`src/sop_front.sv`:
```
// ----------------------------------------------------------------------------
// sop_front
// Input side: takes demand items and holds them in a two-entry queue.
// ----------------------------------------------------------------------------
module sop_front (
  input  logic        clk,
  input  logic        rst,
  input  logic        s_tvalid,
  output logic        s_tready,
  input  logic [63:0] s_tdata,
  output logic        q_valid,
  output logic [63:0] q_addr,
  input  logic        q_take
);

  logic [63:0] qmem [2];
  logic        wptr;
  logic        rptr;
  logic [1:0]  cnt;
  logic        push;

  assign s_tready = (cnt != 2'd2);
  assign push     = s_tvalid && s_tready;
  assign q_valid  = (cnt != 2'd0);
  assign q_addr   = qmem[rptr];

  always_ff @(posedge clk) begin
    if (push) begin
      qmem[wptr] <= s_tdata;
    end
  end

  always_ff @(posedge clk) begin
    if (rst) begin
      wptr <= 1'b0;
      rptr <= 1'b0;
      cnt  <= 2'd0;
    end else begin
      if (push) wptr <= ~wptr;
      if (q_take) rptr <= ~rptr;
      cnt <= cnt + 2'(push) - 2'(q_take);
    end
  end

endmodule

```
`config.mk`:
```
export PLATFORM = sky130hd
export DESIGN_NAME = sop_front
export DESIGN_NICKNAME = d
export VERILOG_FILES = /design/src/sop_front.sv
export SDC_FILE = /design/constraint.sdc
export NUM_CORES = 1
export LEC_CHECK = 0
export BUFFER_PORTS_ARGS = -buffer_cell sky130_fd_sc_hd__buf_2
export CAP_MARGIN = 15
export CORE_ASPECT_RATIO = 0.5
export CORE_MARGIN = 4
export CORE_UTILIZATION = 30
export CTS_CLUSTER_SIZE = 14
export DETAILED_ROUTE_END_ITERATION = 8
export MAX_ROUTING_LAYER = met4
export PLACE_DENSITY = 0.52
export SLEW_MARGIN = 20
export SYNTH_ARGS = -nofsm -noshare
export SYNTH_HDL_FRONTEND = slang
export SYNTH_SLANG_ARGS = --single-unit
export TNS_END_PERCENT = 30
```
`constraint.sdc`:
```
create_clock -name clk -period 3.35 [get_ports clk]
set_clock_uncertainty 0.1 [all_clocks]
set_input_delay 0.8375 -clock clk [delete_from_list [all_inputs] [get_ports clk]]
set_output_delay 0.8375 -clock clk [all_outputs]
set_load 0.005 [all_outputs]
```
==> run metrics <==
outcome completed; max-slew violations 0; total standard cell area after synthesis approximately 5000 µm²; count of endpoints failing hold in the final timing report 0; final critical delay including setup and external delays roughly 2700 ps; clock tree from TritonCTS built; detailed-route DRC error count 0; Die Footprint 18400 µm²; number of synthesized flops with an enable pin 128; total power per unit cell area just under 700 nW/µm²; Total Power ~0.0044 W; gr usage total roughly 11%; sinks on the clock net 133; prevailing post-synth register cell sky130_fd_sc_hd__edfxtp_1; wire length of the first global-routing pass 15000 µm; Hold Crit Start rptr$_SDFFE_PP0P_; syn_area_per_cell 21.3 µm²; die outline height roughly 98 µm; area post-placement around 5800 µm²; master cell of the clock root buffer sky130_fd_sc_hd__clkbuf_16; clock-pin slew on the worst setup and hold paths 60 ps; total wirelength of the detailed-routed design between 9000 and 10000 µm; FF-to-FF path depth 6; worst min-delay path endpoint rptr$_SDFFE_PP0P_; class of the tightest hold or removal check flop to flop; top area cells in the synthesized netlist sky130_fd_sc_hd__edfxtp_1, sky130_fd_sc_hd__mux2_2, sky130_fd_sc_hd__mux2_1, sky130_fd_sc_hd__dfxtp_1, sky130_fd_sc_hd__buf_2; number of core rows 32; worst path required time 2410 ps; crit path buf inv count 2; maximum number of pins on one net before global-route repair 65; count of hold-fix buffers inserted at cts 0; number of nets in the finished design between 400 and 500; class of the most critical setup path flop to output pin; number of synthesized register bits 133; area of the core 15600 µm²; sequential element share of the synthesized area 81.2%; CTS Buf Count 17; worst slew margin relative to its limit roughly 75%; antenna violations before repair 0; Worst setup EP type output pin; cell leakage power approximately 2.4 nW; cell with the most instances after synthesis sky130_fd_sc_hd__edfxtp_1; source of the worst register-to-register timing path cnt[0]$_SDFF_PP0_; Synth-to-Final Area Change 32.3%; Final GP Congestion 0.686; H-tree Lvls 4; setup repair bufs after CTS 0; share of cells above drive strength 1 55.0%; top fanout value on the critical path 56; maximum resistive drop on vdd ~0.38 mV; Unique masters post-synth 22; violation count after the first detailed-routing iteration ~110; x dimension of the die 188 µm; category of the worst setup path launch point flop; R2R setup slack approximately 1500 ps; final cell area excluding filler cells about 6400 µm²; cell types with the highest counts after synthesis sky130_fd_sc_hd__edfxtp_1, sky130_fd_sc_hd__mux2_2, sky130_fd_sc_hd__mux2_1, sky130_fd_sc_hd__buf_2, sky130_fd_sc_hd__dfxtp_1; routed length per placed instance around 16 µm; largest stage delay on the critical path around 460 ps; area leader, netlist sky130_fd_sc_hd__edfxtp_1; fill cell instance count of the final layout approximately 1400; overall overflow remaining after global route 0; Synth async-reset ratio 0%; Warnings, synthesis 0; max_cap viols 0; via total after detailed routing about 2500; capture instance of the worst register-to-register path cnt[1]$_SDFF_PP0_; maximum number of buffers from clock root to sink 2; data arrival time at the worst-slack endpoint 1750 ps; number of setup violations in the final report 0; HPWL Detailed just over 6000 µm; cells along the critical path buf_12 -> mux2_2 -> buf_2; Post-Syn Nets 297; Setup TNS Final 0 ps; Top Ports between 100 and 150; cell with the biggest individual delay on the critical path sky130_fd_sc_hd__dfxtp_2; vias in the first global route approximately 2700; Post-Route Utilization 41.1%; mean number of vias per cell between 4 and 5; remaining antenna violation count 0; Hold Path Stages 2; maximum clock rate roughly 370 MHz; # port buffers roughly 130; fraction of post-synthesis cell area in the top cell type by area approximately 79%; RSZ-0062 raised after global routing false; pin slew with the least headroom to its limit roughly 380 ps; synthesized netlist cell count between 200 and 250; final critical-path share of the clock period approximately four fifths; Initial DRT Pass Iterations 4; family with the most delay on the worst path flip-flops; final antenna diode count 0; initial core utilization 31.1%; # resized after CTS 0; clock latency at the later pin of the worst-skew pair 400 ps
[power by group]
group          total [W]  leakage [nW]  internal (W)  switching (W)
clock            0.00195         0.300       0.00119       0.000752
combinational   0.000444         0.863      0.000218       0.000226
sequential       0.00203          1.24       0.00199      0.0000361
total            0.00441          2.40       0.00340        0.00101
[cell families (layout without fill, tap and decap cells)]
| group | Yosys count | in the layout | share of synthesized area (%) |
|---|---|---|---|
| flip-flops | 133 | 133 | 81.2 |
| adder cells (fa/ha/maj) | 1 | 1 | 0.258 |
| multiplexers | 64 | 64 | 14.8 |
| buffers and inverters | 11 | 172 | 1.03 |
| AND/OR/NAND/NOR | 13 | 13 | 1.62 |
| AO/OA/AOI/OAI | 4 | 4 | 0.644 |
| XOR/XNOR | 2 | 2 | 0.361 |
[worst min-delay path, cell delays in order, from the launching register on]
cell and delay (ps):
sky130_fd_sc_hd__dfxtp_1 320, sky130_fd_sc_hd__xnor2_1 80, sky130_fd_sc_hd__nor2_1 80
[per-layer routing]
metal	global-route usage (%)	vias to the layer above	share of wire [%]	wire (µm)
li1	-	1198	-	-
met1	11.5	1293	39	3790
met2	19.4	44	56	5390
met3	3.18	10	3.0	286
met4	4.74	0	1.4	137
met5	-	-	0	0
[state kept, by name (all words and copies together), names as in the netlist, named ones only]
name	count
rptr	1
qmem	128
wptr	1
cnt	2
[cells in the final DEF, fill, tap and decap left out, drive strengths merged]
master and n:
inv 10, a21boi 1, ha 1, a21bo 1, or4b 1, dfxtp 5
a21oi 1, clkinvlp 1, mux2 64, clkbuf 17, nand2 1, nand2b 1
nor2b 1, or2 1, xnor2 2, buf 136, nand4b 1, clkinv 5
nand4 2, edfxtp 128, a2111oi 1, and3 1, nand3b 1, bufinv 3
nor2 3
[how the worst max path moves through the flow]
stage,startpoint,end,slack (ps),cells after the start
after floorplan,s_tvalid,qmem[1][0]$_DFFE_PP_,430,1
after global placement,flop,q_addr[0],1060,3
after detailed placement,flop,q_addr[42],1050,3
after CTS,flop,q_addr[42],610,3
after global routing,flop,q_addr[42],540,3
final,flop,q_addr[0],660,3
[final cells by class]
class | instances | area (µm²) | area share [%]
Tap cell | 204 | 255 | 3.97
Sequential cell | 133 | 3950 | 61.4
Multi-Input combinational cell | 84 | 862 | 13.4
Inverter | 4 | 15.0 | 0.234
Clock buffer | 17 | 425 | 6.62
Timing Repair Buffer | 136 | 726 | 11.3
Clock inverter | 15 | 194 | 3.02
[metrics by stage]
| stage | std cells | setup slack (ps) | hold slack, ps |
|---|---|---|---|
| after floorplan | 228 | 429 | 380 |
| after global placement | 561 | 1060 | 399 |
| after detailed placement | 561 | 1050 | 400 |
| after CTS | 593 | 606 | 419 |
| after global routing | 593 | 541 | 476 |
| final | 593 | 660 | 414 |
Note: power is estimated with default switching activity, not from simulation.
